==> src/rtl/core/utf8vlt_pkg.sv <==
package utf8vlt_pkg;

  // Width of the internal offset counters; offsets saturate at all ones
  localparam int unsigned OFFSET_BITS = 24;
  // Width of the offset, line and column fields on the result beat
  localparam int unsigned POS_W       = 24;

  typedef logic [OFFSET_BITS-1:0] offset_t;
  typedef logic [POS_W-1:0]       pos_t;
  typedef logic [7:0]             byte_t;

  localparam offset_t OFFSET_MAX = {OFFSET_BITS{1'b1}};
  localparam pos_t    LC_MAX     = {POS_W{1'b1}};
  localparam pos_t    LC_ONE     = pos_t'(1);

  // Byte classes of strict UTF-8
  localparam byte_t CONT_MASK   = 8'hC0;
  localparam byte_t CONT_TAG    = 8'h80;
  localparam byte_t ASCII_MAX   = 8'h7F;
  localparam byte_t LEAD2_MIN   = 8'hC2;
  localparam byte_t LEAD2_MAX   = 8'hDF;
  localparam byte_t LEAD3_MIN   = 8'hE0;
  localparam byte_t LEAD3_MAX   = 8'hEF;
  localparam byte_t LEAD4_MIN   = 8'hF0;
  localparam byte_t LEAD4_MAX   = 8'hF4;
  localparam byte_t LEAD_E0     = 8'hE0;
  localparam byte_t LEAD_ED     = 8'hED;
  localparam byte_t LEAD_F0     = 8'hF0;
  localparam byte_t LEAD_F4     = 8'hF4;
  localparam byte_t CONT_A0     = 8'hA0;
  localparam byte_t CONT_90     = 8'h90;
  localparam byte_t NEWLINE     = 8'h0A;

  typedef struct packed {
    byte_t data_byte;
    logic  start_text;
    logic  end_text;
  } in_beat_t;

  typedef struct packed {
    pos_t       byte_offset;
    logic       scalar_done;
    logic [2:0] scalar_length;
    pos_t       scalar_start;
    pos_t       line_number;
    pos_t       column_number;
    logic       new_line_next;
    logic       error_now;
    logic       text_invalid;
    pos_t       invalid_offset;
  } out_beat_t;

  // Map an internal offset onto the result field width
  function automatic pos_t to_pos(offset_t v);
    return POS_W'(v);
  endfunction

endpackage

==> src/rtl/core/utf8vlt_in_if.sv <==
interface utf8vlt_in_if;
  import utf8vlt_pkg::*;

  logic     valid;
  logic     ready;
  in_beat_t data;

  modport source (output valid, output data, input ready);
  modport sink   (input valid, input data, output ready);
endinterface

==> src/rtl/core/utf8vlt_out_if.sv <==
interface utf8vlt_out_if;
  import utf8vlt_pkg::*;

  logic      valid;
  logic      ready;
  out_beat_t data;

  modport source (output valid, output data, input ready);
  modport sink   (input valid, input data, output ready);
endinterface

==> src/rtl/core/utf8_validator_line_tracker.sv <==
// Strict UTF-8 checker with line and column tracking. Bytes enter on in_i, one
// per beat, and every input beat yields exactly one result beat on out_o. A beat
// with start_text set clears all tracking state before its own byte is checked;
// end_text flags a sequence still open at that byte as an error. The block takes
// one byte per cycle while the result register is free: each byte lands in an
// input register, is decoded combinationally against the sequence state and
// lands in the result register. A stalled result beat blocks new bytes only
// once the input register is full. After the first error the text is marked
// invalid, the offset of the offending sequence's lead byte is held, and later
// bytes only advance the byte offset until the next start_text. Offsets, lines
// and columns saturate at all ones.
module utf8_validator_line_tracker (
  input  logic                 clk_i,
  input  logic                 rst_ni,
  utf8vlt_in_if.sink           in_i,
  utf8vlt_out_if.source        out_o
);
  import utf8vlt_pkg::*;

  // Input register
  logic      s1_valid_q;
  in_beat_t  s1_q;
  // Result register
  logic      out_valid_q;
  out_beat_t out_q;
  out_beat_t res;

  // Sequence and position state
  logic [1:0] pending_q, pending_d;
  byte_t      lead_q, lead_d;
  logic [1:0] seen_q, seen_d;
  offset_t    origin_q, origin_d;
  offset_t    counter_q, counter_d;
  pos_t       line_q, line_d;
  pos_t       col_q, col_d;
  logic       invalid_q, invalid_d;
  offset_t    bad_q, bad_d;

  // State after an optional start-of-text clear
  logic [1:0] cur_pending;
  byte_t      cur_lead;
  logic [1:0] cur_seen;
  offset_t    cur_origin;
  offset_t    cur_counter;
  pos_t       cur_line;
  pos_t       cur_col;
  logic       cur_invalid;
  offset_t    cur_bad;

  logic  out_free;
  logic  adv;
  logic  done;
  logic  err;
  logic  ok;
  logic  nl;
  byte_t b;
  logic  last;
  logic [2:0] len;

  // Handshake: result register frees when empty or taken; input register moves on
  assign out_free   = !out_valid_q || out_o.ready;
  assign adv        = s1_valid_q && out_free;
  assign in_i.ready = !s1_valid_q || out_free;
  assign out_o.valid = out_valid_q;
  assign out_o.data  = out_q;

  assign b    = s1_q.data_byte;
  assign last = s1_q.end_text;

  // Decode one byte against the sequence state
  always_comb begin
    cur_pending = pending_q;
    cur_lead    = lead_q;
    cur_seen    = seen_q;
    cur_origin  = origin_q;
    cur_counter = counter_q;
    cur_line    = line_q;
    cur_col     = col_q;
    cur_invalid = invalid_q;
    cur_bad     = bad_q;
    if (s1_q.start_text) begin
      cur_pending = '0;
      cur_lead    = '0;
      cur_seen    = '0;
      cur_origin  = '0;
      cur_counter = '0;
      cur_line    = LC_ONE;
      cur_col     = LC_ONE;
      cur_invalid = 1'b0;
      cur_bad     = '0;
    end

    pending_d = cur_pending;
    lead_d    = cur_lead;
    seen_d    = cur_seen;
    origin_d  = cur_origin;
    line_d    = cur_line;
    col_d     = cur_col;
    invalid_d = cur_invalid;
    bad_d     = cur_bad;
    done      = 1'b0;
    err       = 1'b0;
    ok        = 1'b0;
    nl        = 1'b0;
    len       = '0;
    res       = '0;

    if (!cur_invalid) begin
      if (cur_pending == 2'd0) begin
        // Lead byte: open a new sequence
        origin_d = cur_counter;
        lead_d   = b;
        seen_d   = '0;
        priority if (b <= ASCII_MAX) begin
          done = 1'b1;
          len  = 3'd1;
        end else if (b >= LEAD2_MIN && b <= LEAD2_MAX) begin
          pending_d = 2'd1;
        end else if (b >= LEAD3_MIN && b <= LEAD3_MAX) begin
          pending_d = 2'd2;
        end else if (b >= LEAD4_MIN && b <= LEAD4_MAX) begin
          pending_d = 2'd3;
        end else begin
          err = 1'b1;
        end
        if (!done && !err && last) begin
          err = 1'b1;
        end
      end else begin
        // Continuation byte: check tag and the second-byte range limits
        ok = (b & CONT_MASK) == CONT_TAG;
        if (ok && cur_seen == 2'd0) begin
          if (cur_lead == LEAD_E0 && b < CONT_A0)  ok = 1'b0;
          if (cur_lead == LEAD_ED && b >= CONT_A0) ok = 1'b0;
          if (cur_lead == LEAD_F0 && b < CONT_90)  ok = 1'b0;
          if (cur_lead == LEAD_F4 && b >= CONT_90) ok = 1'b0;
        end
        if (!ok) begin
          err = 1'b1;
        end else begin
          seen_d    = cur_seen + 2'd1;
          pending_d = cur_pending - 2'd1;
          if (pending_d == 2'd0) begin
            done = 1'b1;
            len  = {1'b0, seen_d} + 3'd1;
          end else if (last) begin
            err = 1'b1;
          end
        end
      end

      if (err) begin
        // Latch the first error at the sequence's lead byte
        invalid_d = 1'b1;
        bad_d     = origin_d;
        pending_d = '0;
        seen_d    = '0;
      end else if (done) begin
        nl                = (len == 3'd1) && (b == NEWLINE);
        res.scalar_start  = to_pos(origin_d);
        res.line_number   = cur_line;
        res.column_number = cur_col;
        if (nl) begin
          line_d = (cur_line == LC_MAX) ? LC_MAX : cur_line + LC_ONE;
          col_d  = LC_ONE;
        end else begin
          col_d  = (cur_col == LC_MAX) ? LC_MAX : cur_col + LC_ONE;
        end
        seen_d = '0;
      end
    end

    counter_d = (cur_counter == OFFSET_MAX) ? OFFSET_MAX : cur_counter + offset_t'(1);

    res.byte_offset    = to_pos(cur_counter);
    res.scalar_done    = done;
    res.scalar_length  = len;
    res.new_line_next  = nl;
    res.error_now      = err;
    res.text_invalid   = invalid_d;
    res.invalid_offset = invalid_d ? to_pos(bad_d) : '0;
  end

  // Hold control state; advance on each decoded beat
  always_ff @(posedge clk_i or negedge rst_ni) begin
    if (!rst_ni) begin
      s1_valid_q  <= 1'b0;
      out_valid_q <= 1'b0;
      pending_q   <= '0;
      lead_q      <= '0;
      seen_q      <= '0;
      origin_q    <= '0;
      counter_q   <= '0;
      line_q      <= LC_ONE;
      col_q       <= LC_ONE;
      invalid_q   <= 1'b0;
      bad_q       <= '0;
    end else begin
      if (in_i.ready) begin
        s1_valid_q <= in_i.valid;
      end
      if (out_free) begin
        out_valid_q <= s1_valid_q;
      end
      if (adv) begin
        pending_q <= pending_d;
        lead_q    <= lead_d;
        seen_q    <= seen_d;
        origin_q  <= origin_d;
        counter_q <= counter_d;
        line_q    <= line_d;
        col_q     <= col_d;
        invalid_q <= invalid_d;
        bad_q     <= bad_d;
      end
    end
  end

  // Payload registers
  always_ff @(posedge clk_i) begin
    if (in_i.ready && in_i.valid) begin
      s1_q <= in_i.data;
    end
    if (adv) begin
      out_q <= res;
    end
  end

  // A scalar and an error never complete on the same byte
  assert property (@(posedge clk_i) disable iff (!rst_ni)
    out_valid_q |-> !(out_q.scalar_done && out_q.error_now))
    else $error("scalar and error reported on one beat");

  // A completed scalar carries a length and a position
  assert property (@(posedge clk_i) disable iff (!rst_ni)
    (out_valid_q && out_q.scalar_done) |->
      (out_q.scalar_length != 3'd0 && out_q.line_number != '0 &&
       out_q.column_number != '0))
    else $error("completed scalar without length or position");

  // A reported error leaves the text invalid
  assert property (@(posedge clk_i) disable iff (!rst_ni)
    (out_valid_q && out_q.error_now) |-> out_q.text_invalid)
    else $error("error reported without sticky flag");

  // The sticky flag clears only when a start-of-text beat is decoded
  assert property (@(posedge clk_i) disable iff (!rst_ni)
    $fell(invalid_q) |-> $past(adv && s1_q.start_text))
    else $error("error flag cleared without a new text");

  // The open sequence never outlives an error
  assert property (@(posedge clk_i) disable iff (!rst_ni)
    invalid_q |-> (pending_q == 2'd0))
    else $error("sequence still open after error");

endmodule
==> src/flat_wrapper.sv <==
// flat-port wrapper written by rule: the top's interface ports become plain ports
module utf8_validator_line_tracker_flat import utf8vlt_pkg::*;
  (clk_i, rst_ni, in_i_valid, in_i_data, in_i_ready, out_o_valid, out_o_data, out_o_ready);
  utf8vlt_in_if in_i_i ();
  utf8vlt_out_if out_o_i ();
  input  logic clk_i;
  input  logic rst_ni;
  input wire logic [$bits(in_i_i.valid)-1:0] in_i_valid;
  input wire logic [$bits(in_i_i.data)-1:0] in_i_data;
  output wire logic [$bits(in_i_i.ready)-1:0] in_i_ready;
  output wire logic [$bits(out_o_i.valid)-1:0] out_o_valid;
  output wire logic [$bits(out_o_i.data)-1:0] out_o_data;
  input wire logic [$bits(out_o_i.ready)-1:0] out_o_ready;
  assign in_i_i.valid = in_i_valid;
  assign in_i_i.data = in_i_data;
  assign in_i_ready = in_i_i.ready;
  assign out_o_valid = out_o_i.valid;
  assign out_o_data = out_o_i.data;
  assign out_o_i.ready = out_o_ready;
  utf8_validator_line_tracker u_core (.clk_i(clk_i), .rst_ni(rst_ni), .in_i(in_i_i), .out_o(out_o_i));
endmodule
==> config.mk <==
export PLATFORM = sky130hd
export DESIGN_NAME = utf8_validator_line_tracker_flat
export DESIGN_NICKNAME = d
export VERILOG_FILES = /design/src/rtl/core/utf8vlt_pkg.sv /design/src/rtl/core/utf8vlt_in_if.sv /design/src/rtl/core/utf8vlt_out_if.sv /design/src/rtl/core/utf8_validator_line_tracker.sv /design/src/flat_wrapper.sv
export SDC_FILE = /design/constraint.sdc
export NUM_CORES = 1
export LEC_CHECK = 0
export ABC_AREA = 1
export BUFFER_PORTS_ARGS = -buffer_cell sky130_fd_sc_hd__buf_2
export CAP_MARGIN = 20
export CORE_UTILIZATION = 35
export DETAILED_ROUTE_END_ITERATION = 6
export PLACE_DENSITY = 0.64
export SLEW_MARGIN = 15
export SYNTH_ARGS = -nofsm -noshare
export SYNTH_HDL_FRONTEND = slang
export SYNTH_SLANG_ARGS = --single-unit
==> constraint.sdc <==
create_clock -name clk_i -period 6.5 [get_ports clk_i]
set_input_delay 1.3 -clock clk_i [delete_from_list [all_inputs] [get_ports clk_i]]
set_output_delay 1.3 -clock clk_i [all_outputs]
set_load 0.01 [all_outputs]
== Yosys cells after proc, flatten, opt, wreduce, memory -nomap -nowiden ==
Cells that the tools add are included.
Storage, ports and cells
  bits in registers: 272
  input port bits: 14
  output and inout port bits: 129
Cells by class
  add/sub/neg operators: 6
  magnitude comparators: 11
  equal/unequal tests: 10
  multiplexer cells: 72
  bitwise logic cells: 1
  reductions and logical operators: 23
Operators with widths (count)
  24-bit 2-to-1 mux: 20
  24-bit by 1-bit adder with 24-bit output (second input constant): 3
  24-bit == test (second input constant): 3
  8-bit >= comparator (second input constant): 5
  8-bit == test (second input constant): 4
  1-bit 2-to-1 mux: 30
  2-bit 2-to-1 mux: 15
  8-bit less-or-equal comparator (second input constant): 3
  8-bit 2-to-1 mux: 3
  8-bit less-than comparator (second input constant): 2
  1-bit logical AND: 13
  3-bit 2-to-1 mux: 4
  8-bit by 4-bit == test with 1-bit output (second input constant): 1
  8-bit by 7-bit less-or-equal comparator with 1-bit output (second input constant): 1
  2-bit zero test: 3
  1-bit zero test: 4
  2-bit by 1-bit adder with 3-bit output (second input constant): 1
  3-bit by 1-bit == test with 1-bit output (second input constant): 1
  3-bit OR reduction: 1
  2-bit by 1-bit adder with 2-bit output (second input constant): 1
  2-bit == test (second input constant): 1
  1-bit logical OR: 2
  2-bit by 1-bit subtractor with 2-bit output (second input constant): 1
  1-bit inverter: 1

== Logic depth before layout (Yosys ltp) ==
  word-level depth: 19
  depth in mapped cells: 21
  mapped depth without buffers: 17

== Worst setup path after synthesis ==
No wires, ideal clock.
  path kind: input to register
  start point: in out_o_ready
  end point: reg u_core.out_q (netlist bit u_core.out_o.data[0]), enable pin
  setup time: 0.432 ns
  data arrival time: 3.632 ns
  required time: 6.068 ns
  slack: 2.436 ns
  stages on the path: 7
  cell sequence: inv_1 nand2_1 nand2_1 clkbuf_1 inv_1 clkbuf_1 buf_2
Between the ends
  longest elaborated chain between the ends: 2
RTL lines
  start, declared: RTL line flat_wrapper.sv:13  | input wire logic [$bits(out_o_i.ready)-1:0] out_o_ready;
  1-bit logical OR: RTL line utf8_validator_line_tracker.sv:61  | assign out_free = !out_valid_q || out_o.ready;
  1-bit logical AND: RTL line utf8_validator_line_tracker.sv:62  | assign adv = s1_valid_q && out_free;
  via u_core.adv: RTL line utf8_validator_line_tracker.sv:51  | logic adv;
  end signal, assigned: RTL line utf8_validator_line_tracker.sv:225  | out_q <= res;
  end, declared: RTL line utf8_validator_line_tracker.sv:25  | out_beat_t out_q;
The timed path passes the listed nets, and every way through them passes these cells.
A chain may end at the register's enable or synchronous reset.

== Final worst setup path ==
  start point: reg u_core.s1_q[1] (netlist bit)
  end point: reg u_core.line_q[23]
Between the ends
  longest elaborated chain between the ends: 19
  elaborated cells on any way between the ends: 48
  those cells by class: add/sub (4); eq/ne (6); mux (29); reduce/logical (9)
RTL lines
  start, declared: RTL line utf8_validator_line_tracker.sv:22  | in_beat_t s1_q;
  start signal, assigned: RTL line utf8_validator_line_tracker.sv:222  | s1_q <= in_i.data;
  8-bit 2-to-1 mux: RTL line utf8_validator_line_tracker.sv:81  | if (s1_q.start_text) begin
  8-bit == test: RTL line utf8_validator_line_tracker.sv:133  | if (cur_lead == LEAD_E0 && b < CONT_A0) ok = 1'b0;
  1-bit logical AND: RTL line utf8_validator_line_tracker.sv:133
  1-bit 2-to-1 mux: RTL line utf8_validator_line_tracker.sv:133
  1-bit 2-to-1 mux: RTL line utf8_validator_line_tracker.sv:134  | if (cur_lead == LEAD_ED && b >= CONT_A0) ok = 1'b0;
  1-bit 2-to-1 mux: RTL line utf8_validator_line_tracker.sv:135  | if (cur_lead == LEAD_F0 && b < CONT_90) ok = 1'b0;
  1-bit 2-to-1 mux: RTL line utf8_validator_line_tracker.sv:136  | if (cur_lead == LEAD_F4 && b >= CONT_90) ok = 1'b0;
  1-bit 2-to-1 mux: RTL line utf8_validator_line_tracker.sv:132  | if (ok && cur_seen == 2'd0) begin
  (+3 left out)
  3-bit 2-to-1 mux: RTL line utf8_validator_line_tracker.sv:109  | if (cur_pending == 2'd0) begin
  3-bit 2-to-1 mux: RTL line utf8_validator_line_tracker.sv:108  | if (!cur_invalid) begin
  3-bit by 1-bit == test with 1-bit output: RTL line utf8_validator_line_tracker.sv:159  | nl = (len == 3'd1) && (b == NEWLINE);
  1-bit logical AND: RTL line utf8_validator_line_tracker.sv:159
  24-bit 2-to-1 mux: RTL line utf8_validator_line_tracker.sv:163  | if (nl) begin
  24-bit 2-to-1 mux: RTL line utf8_validator_line_tracker.sv:158  | end else if (done) begin
  24-bit 2-to-1 mux: RTL line utf8_validator_line_tracker.sv:152  | if (err) begin
  24-bit 2-to-1 mux *: RTL line utf8_validator_line_tracker.sv:108
  end signal, assigned: RTL line utf8_validator_line_tracker.sv:211  | line_q <= line_d;
  end, declared: RTL line utf8_validator_line_tracker.sv:34  | pos_t line_q, line_d;
Mark *: on every way between the ends. The rest lies on a longest branch, timed or not. The select of a mux whose other input is x is not followed.

==> impl_metrics.json <==
{
  "crit_family": "buffers and inverters",
  "ant_nets": 0,
  "utilization": 0.405,
  "final_common_cell": "nand2_1",
  "synthFlopType": "edfxtp_1",
  "grt_max_degree": 177,
  "routed_wl_um": 40100,
  "io_pins": 143,
  "area_growth_pct": 14.2,
  "drt-wirelength-per-cell_um": 16.5,
  "cap_violations": 0,
  "period_share": 0.652,
  "overflow": 0,
  "grt_pass1_wl_um": 63800,
  "p_total_w": 0.00542,
  "hold_path.class": "register to register",
  "cts_buffers": 30,
  "p_int_w": 0.00353,
  "gp_congestion": 0.937,
  "synth_edf_count": 137,
  "seq_area_frac_synth": 0.518,
  "synth-async-reset-ratio": 0.496,
  "ir_drop_v": 0.000191,
  "maxSlewViolCount": 0,
  "port_buffers": 142,
  "r2r-end": "u_core.line_q[23]",
  "clock_sinks": 272,
  "cts_setup_buffers": 0,
  "reg2reg_setup_slack_ns": 2.26,
  "drt_iter0_markers": 882,
  "finalSetupTns_ns": 0,
  "vias": 12300,
  "path_buf_inv": 5,
  "reg2reg_from": "u_core.s1_q[1]",
  "first_pass_iters": 5,
  "cp_slowest_stage_delay_ns": 0.69,
  "finalCriticalPeriod_ns": 4.24,
  "crit_arrival_ns": 4.75,
  "syn_inst": 1770,
  "clk_path_buf_depth": 3,
  "final.setup_skew_ns": 0.0327,
  "path_clk_slew_ns": 0.06,
  "final_nets": 1901,
  "die_h_um": 205,
  "dieWidth_um": 205,
  "switching_share": 0.350,
  "dieArea_sq_um": 42200,
  "startpoint_type": "register",
  "start_util": 0.355,
  "worstHoldPathCells": 2,
  "antenna_found_initial": 0,
  "power_frac_comb": 0.250,
  "hold_start": "u_core.col_q[0]",
  "dp_hpwl_um": 27000,
  "clkPwrFrac": 0.318,
  "min_to": "u_core.col_q[0]",
  "path_cells": "buf_4 -> buf_4 -> nor2_1 -> inv_1 -> ha_1 -> inv_2 -> nand2_2 -> nand3_2 -> inv_2 -> nand2_4 -> nand2_1 -> nand3_1 -> nand2_1",
  "synth_area_per_cell_sq_um": 8.18,
  "relSlewSlack": 0.255,
  "cts_resized": 0,
  "grt_pass1_vias": 11900,
  "ctsHoldBuffers": 0,
  "yosys_warnings": 0,
  "setup_viol": 0,
  "cts_tree": "done",
  "fmax_mhz": 236,
  "worstSetupPathType": "register to register",
  "crit_start": "u_core.s1_q[1]",
  "ys_types": 45,
  "clock_latency_ns": 0.60,
  "synth_seq_cells": 272,
  "worst-path-stages": 13,
  "htreeDepth": 1,
  "p_switching_w": 0.00190,
  "status": "finished clean",
  "drcViolationCount": 0,
  "reg2reg_depth": 13,
  "cts-root-buf": "clkbuf_16",
  "diodes": 0,
  "cp_slowest_cell": "buf_4",
  "drive_gt1_frac": 0.155,
  "seqPwrFrac": 0.432,
  "final_cell_mix": "nand2_1 (495), nor2_1 (230), inv_1 (172), nand3_1 (163), buf_2 (141)",
  "powerDensity_nw_per_um2": 328,
  "hold_violations": 0,
  "cellLeakagePower_nw": 7.34,
  "track_usage": 0.190,
  "crit_path_end_kind": "register",
  "worst_pin_slew_ns": 1.12,
  "core_sq_um": 40800,
  "post_drt_via_cell_ratio": 5.04,
  "cp_max_fo": 46,
  "syn_nets": 1791,
  "synth_area_sq_um": 14500,
  "rows": 74,
  "rsz0062_at_grt": "false",
  "cp.required_ns": 7.02
}
-- flip-flops by register name, summed over array words and instances (netlist names), 2 cells and up --
signal / cells
u_core.counter_q: 24
u_core.col_q: 24
u_core.out_o.data: 127
u_core.seen_q: 2
u_core.lead_q: 8
u_core.line_q: 24
u_core.b: 8
u_core.bad_q: 24
u_core.origin_q: 24
u_core.pending_q: 2
-- worst reg2reg max path: stages (launching register included) --
cell      delay, ns
edfxtp_1       0.32
buf_4          0.20
buf_4          0.70
nor2_1         0.18
inv_1          0.15
ha_1           0.60
inv_2          0.51
nand2_2        0.26
nand3_2        0.13
inv_2          0.53
nand2_4        0.29
nand2_1        0.14
nand3_1        0.08
nand2_1        0.10
-- area by class of cell --
class / count / area, sq um
clock buffer: 42 / 846
multi-input combinational: 1242 / 5890
clock inverter: 14 / 156
fill: 4034 / 24300
tap: 532 / 666
inverter: 182 / 692
timing repair buffer: 152 / 792
sequential: 272 / 7490
-- routing by layer --
metal  track usage  share of wire
met1         0.262           0.45
met2         0.303           0.46
met3        0.0271          0.057
met4        0.0717          0.029
met5             0              0
-- how the worst max path moves through the flow --
stage,endpoint,slack (ns)
global route,u_core.line_q[17],1.96
global placement,u_core.line_q[17],2.42
CTS,u_core.line_q[19],2.29
detailed placement,u_core.line_q[1],2.30
floorplan,u_core.out_o.data[0],2.44
finish,u_core.line_q[23],2.26
-- metrics by stage --
stage               cells  worst slack (ns)  hold slack [ns]  area (sq um)
finish               2436              2.26            0.473         16500
global route         2436              1.96            0.497         16500
CTS                  2436              2.29            0.477         16500
detailed placement   2380              2.30            0.465         15500
global placement     2380              2.42            0.458         15500
floorplan            1770              2.44            0.448         14500
-- power by group through the flow --
stage / Combinational, W / Sequential, W / Clock, W
2_1_floorplan: 0.000899 / 0.00239 / 0
3_3_place_gp: 0.00132 / 0.00237 / 0
3_5_place_dp: 0.00136 / 0.00237 / 0
4_1_cts: 0.00136 / 0.00234 / 0.00176
5_1_grt: 0.00152 / 0.00238 / 0.00182
6_report: 0.00136 / 0.00234 / 0.00172
-- synthesized netlist by cell type (2+ instances only) --
cell / n / area (sq um)
dfstp_2: 2 / 52.6
nor2_2: 25 / 156
buf_12: 2 / 40.0
nor2_1: 230 / 863
nor2_8: 2 / 40.0
dfrtp_1: 133 / 3330
a21oi_1: 55 / 275
or2_2: 2 / 12.5
o21ai_0: 84 / 420
nor3_1: 14 / 70.1
nor2_4: 16 / 180
xnor2_1: 5 / 43.8
inv_1: 173 / 649
nand3_1: 163 / 816
buf_4: 8 / 60.1
nor4_1: 2 / 12.5
nor3_2: 2 / 20.0
o22ai_1: 8 / 50.1
buf_1: 9 / 33.8
edfxtp_1: 137 / 4110
nand4_1: 25 / 156
buf_2: 20 / 100
nand2_1: 496 / 1860
nand2_2: 16 / 100
ha_1: 7 / 87.6
xor2_1: 26 / 228
inv_2: 8 / 30.0
o21ai_1: 29 / 145
nand3_2: 8 / 80.1
nand2_4: 3 / 33.8
nor3_4: 2 / 32.5
a31oi_1: 9 / 56.3
a21oi_4: 2 / 32.5
clkbuf_1: 28 / 105
a41oi_1: 3 / 26.3
buf_6: 7 / 78.8
-- kinds of logic after synthesis --
group | share of synthesized area
xor gates and xnor gates | 0.0188
buffers and inverters | 0.0761
adders and majority gates | 0.00605
AOI/OAI and AO/OA | 0.0715
DFF | 0.518
and+or+nand+nor | 0.310
Note: power is estimated with default switching activity, not from simulation.
